$ cat src/hw/rtl/bdq_pkg.sv
// shared field widths, request kinds and status codes for the bounded deque
package bdq_pkg;

  localparam int KIND_W   = 3;
  localparam int VALUE_W  = 32;
  localparam int POS_W    = 4;
  localparam int STATUS_W = 2;
  localparam int FOUND_W  = 4;
  localparam int LEN_W    = 5;

  localparam logic [KIND_W-1:0] KIND_PUSH_FRONT = 3'd0;
  localparam logic [KIND_W-1:0] KIND_PUSH_BACK  = 3'd1;
  localparam logic [KIND_W-1:0] KIND_POP_FRONT  = 3'd2;
  localparam logic [KIND_W-1:0] KIND_POP_BACK   = 3'd3;
  localparam logic [KIND_W-1:0] KIND_FIND       = 3'd4;
  localparam logic [KIND_W-1:0] KIND_READ_AT    = 3'd5;
  localparam logic [KIND_W-1:0] KIND_REMOVE_AT  = 3'd6;

  localparam logic [STATUS_W-1:0] STATUS_OK    = 2'd0;
  localparam logic [STATUS_W-1:0] STATUS_EMPTY = 2'd1;
  localparam logic [STATUS_W-1:0] STATUS_FULL  = 2'd2;
  localparam logic [STATUS_W-1:0] STATUS_RANGE = 2'd3;

endpackage

$ cat src/hw/rtl/bounded_deque_with_search.sv
// bounded deque over a ring store, with find, read at and remove at position
// push writes in S_EXEC; pop and read at read in S_EXEC and take the data in S_RDATA;
// find compares entries in S_SCAN; remove at moves the entries behind the removed one in
// S_SHIFT, one entry moved per cycle; the store port pair and one slot adder set the pace
// a new request may be accepted while the previous result still waits
// reset clears front pointer, count and handshake state; store contents stay undefined
module bounded_deque_with_search
  import bdq_pkg::*;
#(
  parameter int CAPACITY   = 16,
  parameter int VALUE_BITS = 32
) (
  input  logic                       clk,
  input  logic                       rst,
  input  logic                       in_valid,
  output logic                       in_ready,
  input  logic [KIND_W-1:0]          kind,
  input  logic signed [VALUE_W-1:0]  value,
  input  logic [POS_W-1:0]           position,
  output logic                       out_valid,
  input  logic                       out_ready,
  output logic [STATUS_W-1:0]        status,
  output logic signed [VALUE_W-1:0]  data_out,
  output logic [FOUND_W-1:0]         found_at,
  output logic [LEN_W-1:0]           length
);

  localparam int IW  = $clog2(CAPACITY);
  localparam int CW  = $clog2(CAPACITY + 1);
  localparam int SW  = CW + 1;
  localparam int PCW = (CW > POS_W) ? CW : POS_W;

  localparam logic [2:0] S_IDLE  = 3'd0;
  localparam logic [2:0] S_EXEC  = 3'd1;
  localparam logic [2:0] S_RDATA = 3'd2;
  localparam logic [2:0] S_SCAN  = 3'd3;
  localparam logic [2:0] S_RMV0  = 3'd4;
  localparam logic [2:0] S_SHIFT = 3'd5;
  localparam logic [2:0] S_DONE  = 3'd6;

  function automatic logic [IW-1:0] slot_of(input logic [IW-1:0] f, input logic [CW-1:0] o);
    logic [SW-1:0] s;
    s = SW'(f) + SW'(o);
    if (s >= SW'(CAPACITY)) begin
      s = s - SW'(CAPACITY);
    end
    return s[IW-1:0];
  endfunction

  function automatic logic [VALUE_W-1:0] to_out(input logic [VALUE_BITS-1:0] s);
    logic signed [63:0] w;
    w = 64'(signed'(s));
    return w[VALUE_W-1:0];
  endfunction

  logic [2:0]            state, state_next;
  logic [IW-1:0]         front, front_next;
  logic [CW-1:0]         count, count_next;
  logic [KIND_W-1:0]     req_kind;
  logic [VALUE_BITS-1:0] req_key;
  logic [POS_W-1:0]      req_pos;
  logic [CW-1:0]         idx, idx_next;
  logic [IW-1:0]         hold_addr, hold_addr_next;
  logic [IW-1:0]         rd_addr_q;
  logic [STATUS_W-1:0]   res_status, res_status_next;
  logic [VALUE_W-1:0]    res_data, res_data_next;
  logic [FOUND_W-1:0]    res_found, res_found_next;

  logic                  wr_en, rd_en;
  logic [IW-1:0]         wr_addr, slot;
  logic [VALUE_BITS-1:0] wr_data, rd_data;
  logic [CW-1:0]         off;
  logic [CW-1:0]         idx_p1, idx_p2;
  logic [IW-1:0]         front_inc, front_dec;
  logic                  is_full, is_empty, pos_out;
  logic                  in_fire, out_load;
  logic signed [63:0]    value_wide;

  assign in_ready   = (state == S_IDLE);
  assign in_fire    = in_valid && in_ready;
  assign out_load   = (state == S_DONE) && (!out_valid || out_ready);
  assign value_wide = 64'(value);

  assign idx_p1    = idx + CW'(1);
  assign idx_p2    = idx + CW'(2);
  assign front_inc = (front == IW'(CAPACITY - 1)) ? '0 : front + IW'(1);
  assign front_dec = (front == '0) ? IW'(CAPACITY - 1) : front - IW'(1);
  assign is_full   = (count == CW'(CAPACITY));
  assign is_empty  = (count == '0);
  assign pos_out   = (PCW'(req_pos) >= PCW'(count));

  // offset from the front fed to the one slot adder
  always_comb begin
    off = '0;
    case (state)
      S_EXEC: begin
        case (req_kind)
          KIND_PUSH_BACK:                 off = count;
          KIND_POP_BACK:                  off = count - CW'(1);
          KIND_READ_AT, KIND_REMOVE_AT:   off = CW'(req_pos);
          default:                        off = '0;
        endcase
      end
      S_SCAN, S_RMV0: off = idx_p1;
      S_SHIFT:        off = idx_p2;
      default:        off = '0;
    endcase
  end

  assign slot = slot_of(front, off);

  always_comb begin
    state_next      = state;
    front_next      = front;
    count_next      = count;
    idx_next        = idx;
    hold_addr_next  = hold_addr;
    res_status_next = res_status;
    res_data_next   = res_data;
    res_found_next  = res_found;
    wr_en           = 1'b0;
    wr_addr         = slot;
    wr_data         = req_key;
    rd_en           = 1'b0;

    case (state)
      S_IDLE: begin
        if (in_valid) begin
          res_status_next = STATUS_OK;
          res_data_next   = '0;
          res_found_next  = '0;
          state_next      = S_EXEC;
        end
      end
      S_EXEC: begin
        state_next = S_DONE;
        case (req_kind)
          KIND_PUSH_FRONT, KIND_PUSH_BACK: begin
            if (is_full) begin
              res_status_next = STATUS_FULL;
            end else begin
              wr_en      = 1'b1;
              count_next = count + CW'(1);
              if (req_kind == KIND_PUSH_FRONT) begin
                wr_addr    = front_dec;
                front_next = front_dec;
              end
            end
          end
          KIND_POP_FRONT: begin
            if (is_empty) begin
              res_status_next = STATUS_EMPTY;
            end else begin
              rd_en      = 1'b1;
              front_next = front_inc;
              count_next = count - CW'(1);
              state_next = S_RDATA;
            end
          end
          KIND_POP_BACK: begin
            if (is_empty) begin
              res_status_next = STATUS_EMPTY;
            end else begin
              rd_en      = 1'b1;
              count_next = count - CW'(1);
              state_next = S_RDATA;
            end
          end
          KIND_FIND: begin
            res_status_next = STATUS_EMPTY;
            if (!is_empty) begin
              rd_en      = 1'b1;
              idx_next   = '0;
              state_next = S_SCAN;
            end
          end
          KIND_READ_AT: begin
            if (pos_out) begin
              res_status_next = STATUS_RANGE;
            end else begin
              rd_en      = 1'b1;
              state_next = S_RDATA;
            end
          end
          KIND_REMOVE_AT: begin
            if (pos_out) begin
              res_status_next = STATUS_RANGE;
            end else begin
              rd_en      = 1'b1;
              idx_next   = CW'(req_pos);
              state_next = S_RMV0;
            end
          end
          default: begin
            state_next = S_DONE;
          end
        endcase
      end
      S_RDATA: begin
        res_data_next = to_out(rd_data);
        state_next    = S_DONE;
      end
      S_SCAN: begin
        // rd_data holds entry idx; next read is already addressed at idx + 1
        if (rd_data == req_key) begin
          res_status_next = STATUS_OK;
          res_found_next  = FOUND_W'(idx);
          state_next      = S_DONE;
        end else if (idx_p1 >= count) begin
          state_next = S_DONE;
        end else begin
          rd_en    = 1'b1;
          idx_next = idx_p1;
        end
      end
      S_RMV0: begin
        res_data_next  = to_out(rd_data);
        hold_addr_next = rd_addr_q;
        if (idx_p1 < count) begin
          rd_en      = 1'b1;
          state_next = S_SHIFT;
        end else begin
          count_next = count - CW'(1);
          state_next = S_DONE;
        end
      end
      S_SHIFT: begin
        // move entry idx + 1 into the slot of entry idx
        wr_en          = 1'b1;
        wr_addr        = hold_addr;
        wr_data        = rd_data;
        hold_addr_next = rd_addr_q;
        idx_next       = idx_p1;
        if (idx_p2 < count) begin
          rd_en = 1'b1;
        end else begin
          count_next = count - CW'(1);
          state_next = S_DONE;
        end
      end
      S_DONE: begin
        if (!out_valid || out_ready) begin
          state_next = S_IDLE;
        end
      end
      default: begin
        state_next = S_IDLE;
      end
    endcase
  end

  bdq_store #(
    .DEPTH (CAPACITY),
    .WIDTH (VALUE_BITS),
    .AW    (IW)
  ) u_store (
    .clk     (clk),
    .wr_en   (wr_en),
    .wr_addr (wr_addr),
    .wr_data (wr_data),
    .rd_en   (rd_en),
    .rd_addr (slot),
    .rd_data (rd_data)
  );

  always_ff @(posedge clk) begin
    if (rst) begin
      state     <= S_IDLE;
      front     <= '0;
      count     <= '0;
      out_valid <= 1'b0;
    end else begin
      state <= state_next;
      front <= front_next;
      count <= count_next;
      if (out_load) begin
        out_valid <= 1'b1;
      end else if (out_ready) begin
        out_valid <= 1'b0;
      end
    end
  end

  always_ff @(posedge clk) begin
    if (in_fire) begin
      req_kind <= kind;
      req_key  <= value_wide[VALUE_BITS-1:0];
      req_pos  <= position;
    end
    if (rd_en) begin
      rd_addr_q <= slot;
    end
    idx        <= idx_next;
    hold_addr  <= hold_addr_next;
    res_status <= res_status_next;
    res_data   <= res_data_next;
    res_found  <= res_found_next;
    if (out_load) begin
      status   <= res_status;
      data_out <= res_data;
      found_at <= res_found;
      length   <= LEN_W'(count);
    end
  end

`ifndef SYNTH
  a_count_bound: assert property (@(posedge clk) disable iff (rst)
    count <= CW'(CAPACITY))
    else $error("entry count above capacity");

  a_busy_after_accept: assert property (@(posedge clk) disable iff (rst)
    in_valid && in_ready |=> !in_ready)
    else $error("request accepted while busy");

  a_full_status: assert property (@(posedge clk) disable iff (rst)
    out_load && res_status == STATUS_FULL |-> is_full)
    else $error("full status without a full store");

  a_shift_in_range: assert property (@(posedge clk) disable iff (rst)
    state == S_SHIFT |-> idx_p1 < count)
    else $error("shift past the last entry");
`endif

endmodule

$ cat src/hw/rtl/bdq_store.sv
// ring store: one write port, one read port with registered read data
module bdq_store #(
  parameter int DEPTH = 16,
  parameter int WIDTH = 32,
  parameter int AW    = 4
) (
  input  logic             clk,
  input  logic             wr_en,
  input  logic [AW-1:0]    wr_addr,
  input  logic [WIDTH-1:0] wr_data,
  input  logic             rd_en,
  input  logic [AW-1:0]    rd_addr,
  output logic [WIDTH-1:0] rd_data
);

  logic [WIDTH-1:0] mem [DEPTH];

  always_ff @(posedge clk) begin
    if (wr_en) begin
      mem[wr_addr] <= wr_data;
    end
  end

  always_ff @(posedge clk) begin
    if (rd_en) begin
      rd_data <= mem[rd_addr];
    end
  end

endmodule
$ cat config.mk
export PLATFORM = sky130hd
export DESIGN_NAME = bounded_deque_with_search
export DESIGN_NICKNAME = d
export VERILOG_FILES = /design/src/hw/rtl/bdq_pkg.sv /design/src/hw/rtl/bounded_deque_with_search.sv /design/src/hw/rtl/bdq_store.sv
export SDC_FILE = /design/constraint.sdc
export NUM_CORES = 1
export LEC_CHECK = 0
export BUFFER_PORTS_ARGS = -buffer_cell sky130_fd_sc_hd__buf_2
export CORE_UTILIZATION = 39
export CTS_BUF_LIST = sky130_fd_sc_hd__clkbuf_4
export DETAILED_ROUTE_END_ITERATION = 6
export SLEW_MARGIN = 20
export SYNTH_ARGS = -nofsm -noshare
export SYNTH_HDL_FRONTEND = slang
export SYNTH_SLANG_ARGS = --single-unit
$ cat constraint.sdc
create_clock -name clk -period 4.8 [get_ports clk]
set_input_delay 0.48 -clock clk [delete_from_list [all_inputs] [get_ports clk]]
set_output_delay 0.48 -clock clk [all_outputs]
set_load 0.03 [all_outputs]
==> results by group, run 1 <==
Status
  • Status: completed

Setup path
  • R2R Path Start: count[1]
  • Worst R2R Path Depth: 16
  • Delay-heaviest family, CP: simple AND/OR/NAND/NOR gates
  • Reg2reg end: u_store.mem[8][12]
  • CP Launch Point: count[1]
  • CP max FO: 17
  • Crit path buffers/inverters: 3
  • Worst EP required: 5420 ps
  • Capturing element type of the critical path: flop
  • R2R Setup Slk: 370 ps
  • Critical path class: flop to flop
  • Critical path's slowest cell: nor2_4
  • Worst path cell trace: inv_1 > buf_4 > ha_1 > nand2_1 > xnor2_1 > o21ai_0 > a22o_1 > a22oi_1 > o22ai_1 > ha_1 > a21oi_1 > xnor2_1 > or3_2 > a31oi_2 > nor2_4 > buf_4
  • CP arrival: 5040 ps
  • CP max stage delay: 680 ps
  • Kind of start point of the critical path: flop

Routing
  • Drt pass-1 iters: 5
  • Post-route ant nets: 0
  • Initial DRC count: 1198
  • DRC errors left: 0
  • Final WL: 66700 um
  • Number of vias per cell: 5.35
  • Wire length per cell: 23.8 um
  • DR vias: 15.0k

GRT
  • Routing usage on met2: 0.294
  • GRT Max-Usage Layer: met2
  • Met1 global-route usage: 0.249
  • GRT met3 Usage: 0.0484
  • GR Util All Layers: 0.187
  • Antenna violations before repair: 3
  • Global route total overflow: 0
  • Largest net degree at the start of global routing: 130
  • First-pass GRT wire length: 99400 um
  • Vias in the first global route: 15.6k

Clocking
  • CTS Buffer Depth: 3
  • H-tree levels: 4
  • Clock Latency Late Sink: 990 ps
  • Clock root buffer: clkbuf_4
  • Clock Pin Slew Worst Setup and Hold Paths: 60 ps
  • CTS Sinks: 690
  • CTS tree: done
  • Post-CTS setup repair buffer count: 0
  • CTS Buf Count: 173

Logic synthesis
  • Yosys warning count: 0
  • Top_reg_cell synth: edfxtp_1
  • Mean area per synthesized cell: 19.0 um2
  • Cells after Synth: 1471
  • FF+latch count, synth: 690
  • Post-synth ARST share: 0
  • Synthesized area: 27900 um2
  • Sequential area share after synthesis: 0.738
  • Synth unique cells: 66
  • Syn Nets: 1539
  • Post-synth EDFFs: 677

Power and ir drop
  • Power Dens Cells: 596 nW/um2
  • Peak VDD IR: 0.000541 V
  • LEAKAGE: 0.0106 uW

Finish
  • Final Util: 0.459
  • Most common cell after layout, fill and taps aside: edfxtp_1
  • Final Net Count: 1822
  • Proportion of layout cells with a drive suffix above 1: 0.341
  • Most frequent cells in the layout: 677 x edfxtp_1, 246 x clkbuf_4, 128 x mux4_2
  • Fin area: 32300 um2
  • Fillcell total: 6081
  • Register area: 20600 um2
  • Synthesis-to-layout area growth: 16.0%
  • Footprint of the multi-input gates: 7000 um2

Floorplanning
  • Core area: 70400 um2
  • DIE AREA: 72600 um2
  • Die Ht: 269 um
  • Die Wd: 269 um
  • Starting Density: 0.396
  • Io pins: 88
  • Site Rows: 97

Timing
  • Final-report setup violation count: 0
  • RSZ-0062 raised after global routing: no
  • Slew Viols, Final: 0
  • Tcrit/Tclk final: 0.922
  • Peak Freq: 226 MHz
  • Final hold vios: 0
  • Worst slew pin tran: 1030 ps
  • Relative slew slack: 0.314
  • Final worst path period need: 4430 ps
  • Worst clock skew: 45.5 ps

Hold path
  • Tightest Hold Check Type: primary input to flop
  • Hold Path Sink: req_key[22]
  • Hold path cells: 2
  • Hold path start: value[22]

Place
  • Placed cell area: 29800 um2
  • Port Buffers: 87
  • Routability cong.: 0.848
  • Hpwl dp: 39600 um

Job
  • Max-cap violations: 0
[kinds of logic (layout without fill, tap and decap cells)]
group	after synthesis	in the layout	synth area share
fa+ha+maj	25	25	0.0115
flops	690	690	0.738
mux	168	168	0.119
other cells	0	3	0
simple gates	273	273	0.0500
compound gates	162	162	0.0468
buf+inv	102	492	0.0177
xor+xnor	51	51	0.0163
[per-layer routing]
layer	routed length (um)	share of wire
met1	28800	0.43
met2	32100	0.48
met3	4000	0.060
met4	1800	0.027
met5	0	0
[final cells by class]
type,instances,share of cell area
clock buffers,246,0.0571
repair buffers,190,0.0438
diodes,3,0.000232
inverters,20,0.00232
well taps,940,0.0364
clock inverters,36,0.00689
multi-input cells,679,0.217
flip-flops and latches,690,0.637
[worst max path at each step]
stage / endpoint / depth (start not counted) / slack [ps]
finish: u_store.mem[8][12] / 16 / 370
global route: u_store.mem[14][30] / 16 / 80
CTS: u_store.mem[14][30] / 16 / 330
detailed placement: u_store.mem[8][8] / 16 / 340
global placement: u_store.mem[8][9] / 16 / 360
floorplan: u_store.mem[15][0] / 14 / -120
[power breakdown]
part	leakage, uW	switching (uW)	internal, uW
clock network	0.00124	2270	2450
registers	0.00627	333	7840
logic	0.00310	3800	2580
total	0.0106	6410	12900
[state kept, by name (all words and copies together) (netlist names), 5 cells and up]
signal / count
count: 5
res_data: 32
idx: 5
u_store.mem: 512
req_key: 32
u_store.rd_data: 32
length: 5
data_out: 32
[per-stage QoR]
step                power (uW)  instances  hold WS [ps]  setup WS, ps  TNS (ps)
finish                   19300       2804           210           374         0
global route             20300       2803          94.3          76.2         0
CTS                      19500       2801          70.8           328         0
detailed placement       14700       2476           405           336         0
global placement         14600       2476           401           357         0
floorplan                12700       1471           400          -124    -16240
[synthesized netlist by cell type (4+ instances only)]
library cell | instances | area [um2]
clkbuf_1 | 44 | 165
nand2_1 | 92 | 345
nand2b_1 | 8 | 50.1
nor2_1 | 42 | 158
o21ai_0 | 23 | 115
and2_1 | 36 | 225
nor3b_1 | 5 | 37.5
edfxtp_1 | 677 | 20300
a211oi_1 | 7 | 52.6
xor2_1 | 4 | 35.0
and3_1 | 34 | 213
a21oi_1 | 21 | 105
mux4_2 | 128 | 2880
buf_1 | 8 | 30.0
xnor2_1 | 46 | 403
or3_1 | 6 | 37.5
a21o_1 | 6 | 45.0
o22ai_1 | 6 | 37.5
a221oi_1 | 32 | 280
mux2_2 | 35 | 394
nand4_1 | 13 | 81.3
a31oi_2 | 30 | 375
mux2i_1 | 5 | 50.1
ha_1 | 24 | 300
buf_2 | 22 | 110
inv_1 | 20 | 75.1
nor2b_1 | 8 | 50.1
dfxtp_1 | 13 | 260
o21bai_1 | 4 | 30.0
a31oi_1 | 7 | 43.8
nor3_1 | 5 | 25.0
nand3_1 | 10 | 50.1
[timing repair]
item                                    CTS  global route
hold endpoints to repair                 51             0
hold buffers                             43             0
endpoints found under the setup margin    0             0
resized for setup                         0             0
Power figures use the tool's default switching activity.
==> run 2: changes to the inputs <==
- ABC_AREA: default -> 1
==> results by group, run 2 <==
Setup path
  • Critical path class: flop to flop
  • WP depth: 14 (-2)
  • Critical path's slowest cell: fa_4
  • CP max stage delay: 1060 ps (+380 ps)
  • Worst path cell trace: inv_2 > nand2_2 > nor2_4 > a22oi_1 > o21ai_0 > nand2_1 > o211ai_1 > ha_4 > fa_4 > o211ai_1 > nand3_1 > nand2_1 > nor2_4 > buf_12
  • Kind of start point of the critical path: flop
  • Delay-heaviest family, CP: simple AND/OR/NAND/NOR gates
  • Capturing element type of the critical path: flop
  • Worst R2R Path Depth: 14 (-2)
  • CP max FO: 27 (+10)
  • Crit path buffers/inverters: 2 (-1)
  • CP arrival: 5110 ps (+70 ps)
  • Worst EP required: 5470 ps (+50 ps)

Clocking
  • CTS tree: done
  • Clock Pin Slew Worst Setup and Hold Paths: 60 ps (about the same)
  • Clock root buffer: clkbuf_4
  • CTS Buf Count: 164 (-5.2%)
  • H-tree levels: 4 (unchanged)
  • Clock Latency Late Sink: 990 ps (about the same)
  • CTS Sinks: 690 (unchanged)
  • Post-CTS sizing: 0 (unchanged)
  • CTS Buffer Depth: 3 (unchanged)

Timing
  • Worst slew pin tran: 813 ps (-216 ps)
  • Worst Setup Slack, final: 353 ps (-21.6 ps)
  • Worst clock skew: 67.4 ps (+22.0 ps)
  • Relative slew slack: 0.458 (+0.144)
  • Final worst path period need: 4450 ps (+21.6 ps)
  • Final hold vios: 0 (unchanged)
  • Peak Freq: 225 MHz (-0.49%)
  • RSZ-0062 raised after global routing: no
  • Setup_tns: 0 ps (unchanged)
  • Slew Viols, Final: 0 (unchanged)
  • Tcrit/Tclk final: 0.927 (+0.00451)
  • Final-report setup violation count: 0 (unchanged)

Finish
  • Largest Register: u_store.mem
  • Final Net Count: 2466 (+35%)
  • Footprint of the multi-input gates: 6520 um2 (-7.0%)
  • Most frequent cells in the layout: 677 x edfxtp_1, 336 x nor2_1, 311 x o21ai_0
  • Most common cell after layout, fill and taps aside: edfxtp_1
  • Largest register FFs: 512 (unchanged)
  • Proportion of layout cells with a drive suffix above 1: 0.182 (-0.159)
  • Synthesis-to-layout area growth: 16.3%
  • Fin cells: 3460 (+23%)
  • Fillcell total: 6250 (+2.8%)
  • Register area: 20600 um2 (unchanged)

Place
  • Routability cong.: 0.881 (+3.9%)
  • Pre-CTS setup slack: 414 ps (+77.7 ps)
  • Port Buffers: 87 (unchanged)
  • Hpwl dp: 41300 um (+4.2%)
  • Dpl cells: 3128 (+26%)

Routing
  • Initial DRC count: 1600 (+34%)
  • Post-route ant nets: 0 (unchanged)
  • Drt pass-1 iters: 7 (+2)
  • Final WL: 68800 um (+3.1%)
  • Wire length per cell: 19.9 um (-16%)
  • Number of vias per cell: 5.25 (-1.8%)
  • DR vias: 18.2k (+21%)
  • DRC errors left: 2 (+2)

Floorplanning
  • Io pins: 88 (unchanged)
  • Site Rows: 97 (unchanged)
  • Core area: 70300 um2 (-0.17%)
  • Die Wd: 269 um (-0.11%)
  • DIE AREA: 72400 um2 (-0.23%)
  • Starting Density: 0.396 (about the same)
  • Die Ht: 269 um (-0.11%)

Logic synthesis
  • Count leader, synth: edfxtp_1
  • Cells after Synth: 2149 (+46%)
  • Syn Nets: 2217 (+44%)
  • Sequential area share after synthesis: 0.740 (+0.00169)
  • Area leader, netlist: edfxtp_1
  • Yosys warning count: 0 (unchanged)
  • Post-synth EDFFs: 677 (unchanged)
  • Mean area per synthesized cell: 12.9 um2 (-32%)
  • Top_reg_cell synth: edfxtp_1
  • Top cells by count, synth: 677 x edfxtp_1, 353 x nor2_1, 318 x o21ai_0
  • Synth area leaders: edfxtp_1 73%, o21ai_0 5.7%, nor2_1 4.8%, o221ai_1 4.1%, nand2_1 2.9%
  • FF+latch count, synth: 690 (unchanged)
  • Yosys top cell area share: 0.731 (+0.00167)
  • Synth unique cells: 42 (-36%)
  • Post-synth ARST share: 0 (unchanged)
  • Synthesized area: 27800 um2 (-0.23%)

Power and ir drop
  • Power Dens Cells: 668 nW/um2 (+12%)
  • Pwr Total: 21600 uW (+12%)
  • Internal power consumption: 13000 uW (+1.4%)
  • Switch share: 0.396 (+0.0640)
  • NetSw: 8570 uW (+34%)
  • Comb pwr share: 0.384 (+0.053)
  • Reg power frac: 0.401 (-0.023)
  • Peak VDD IR: 0.000419 V (-23%)
  • LEAKAGE: 0.0114 uW (+7.2%)
  • Clk pwr share: 0.215 (-0.030)

GRT
  • GR Util All Layers: 0.192 (+0.00493)
  • First-pass GRT wire length: 104000 um (+4.7%)
  • Vias in the first global route: 18.1k (+16%)
  • Largest net degree at the start of global routing: 118 (-9.2%)
  • Antenna violations before repair: 2 (-1)
  • Global route total overflow: 0 (unchanged)

Hold path
  • Tightest Hold Check Type: primary input to flop
  • Hold path cells: 2 (unchanged)

Job
  • Max-cap violations: 0 (unchanged)

Status
  • Status: finished, violations left
  • Failing checks: design-rule violations
==> run 2: changes by cell type after synthesis, moves of 28 or more <==
| cell | previous run | this run |
|---|---|---|
| a221oi_1 | 32 | 1 |
| a31oi_2 | 30 | 0 |
| and2_1 | 36 | 0 |
| and3_1 | 34 | 0 |
| clkbuf_1 | 44 | 93 |
| inv_1 | 20 | 110 |
| mux2_2 | 35 | 0 |
| mux4_2 | 128 | 0 |
| nand2_1 | 92 | 215 |
| nand3_1 | 10 | 66 |
| nor2_1 | 42 | 353 |
| o21ai_0 | 23 | 318 |
| o221ai_1 | 1 | 130 |
| xnor2_1 | 46 | 18 |
==> run 2: metal layers <==
metal	wire length, um	part of all wire	GRT usage	vias up
li1	-	-	-	8503
met1	28700	0.42	0.246	8888
met2	33500	0.49	0.317	672
met3	5210	0.076	0.0509	108
met4	1320	0.019	0.0617	0
met5	0	0	0	-
==> run 2: repair_timing <==
action	in CTS	in global routing
hold buffers	43	0
buffers inserted	0	0
hold endpoints to repair	49	0
setup endpoints to repair	0	0
==> run 2: cell type report <==
type,instances,share of cell area
Sequential cell,690,0.636
Multi-Input combinational cell,1224,0.201
Clock buffer,228,0.0529
Timing Repair Buffer,204,0.0492
Tap cell,940,0.0364
Inverter,114,0.0134
Clock inverter,58,0.0102
Antenna cell,2,0.000155
==> run 2: through the flow <==
stage,hold slack [ps],utilization,area (um2)
floorplan,400,-,27800
global placement,401,0.424,29800
detailed placement,405,0.425,29800
CTS,68.0,0.460,32300
global route,84.4,0.460,32400
finish,207,0.460,32400
==> run 2: cells by family (layout without fill, tap and decap cells) <==
family          Yosys count  count (layout)  share of synthesized area
buf+inv                 235             604                     0.0329
fa+ha+maj                25              25                     0.0115
simple gates            660             660                     0.0945
flops                   690             690                      0.740
xor+xnor                 28              28                    0.00882
compound gates          509             509                      0.111
other cells               0               2                          0
mux                       2               2                   0.000720
==> run 2: power by group through the flow <==
stage	logic, uW	registers (uW)	clock network, uW
6_report	8300	8670	4640
5_1_grt	9170	8750	5080
4_1_cts	8240	8680	4790
3_5_place_dp	8180	8810	0
3_3_place_gp	7980	8790	0
2_1_floorplan	5290	8720	0
==> run 2: path summary, 6_finish.rpt <==
check	from	to	slack (ps)
max	req_kind[2]	u_store.mem[3][6]	350
min	value[20]	req_key[20]	210
max reg2reg	req_kind[2]	u_store.mem[3][6]	350
min reg2reg	rd_addr_q[2]	hold_addr[2]	360
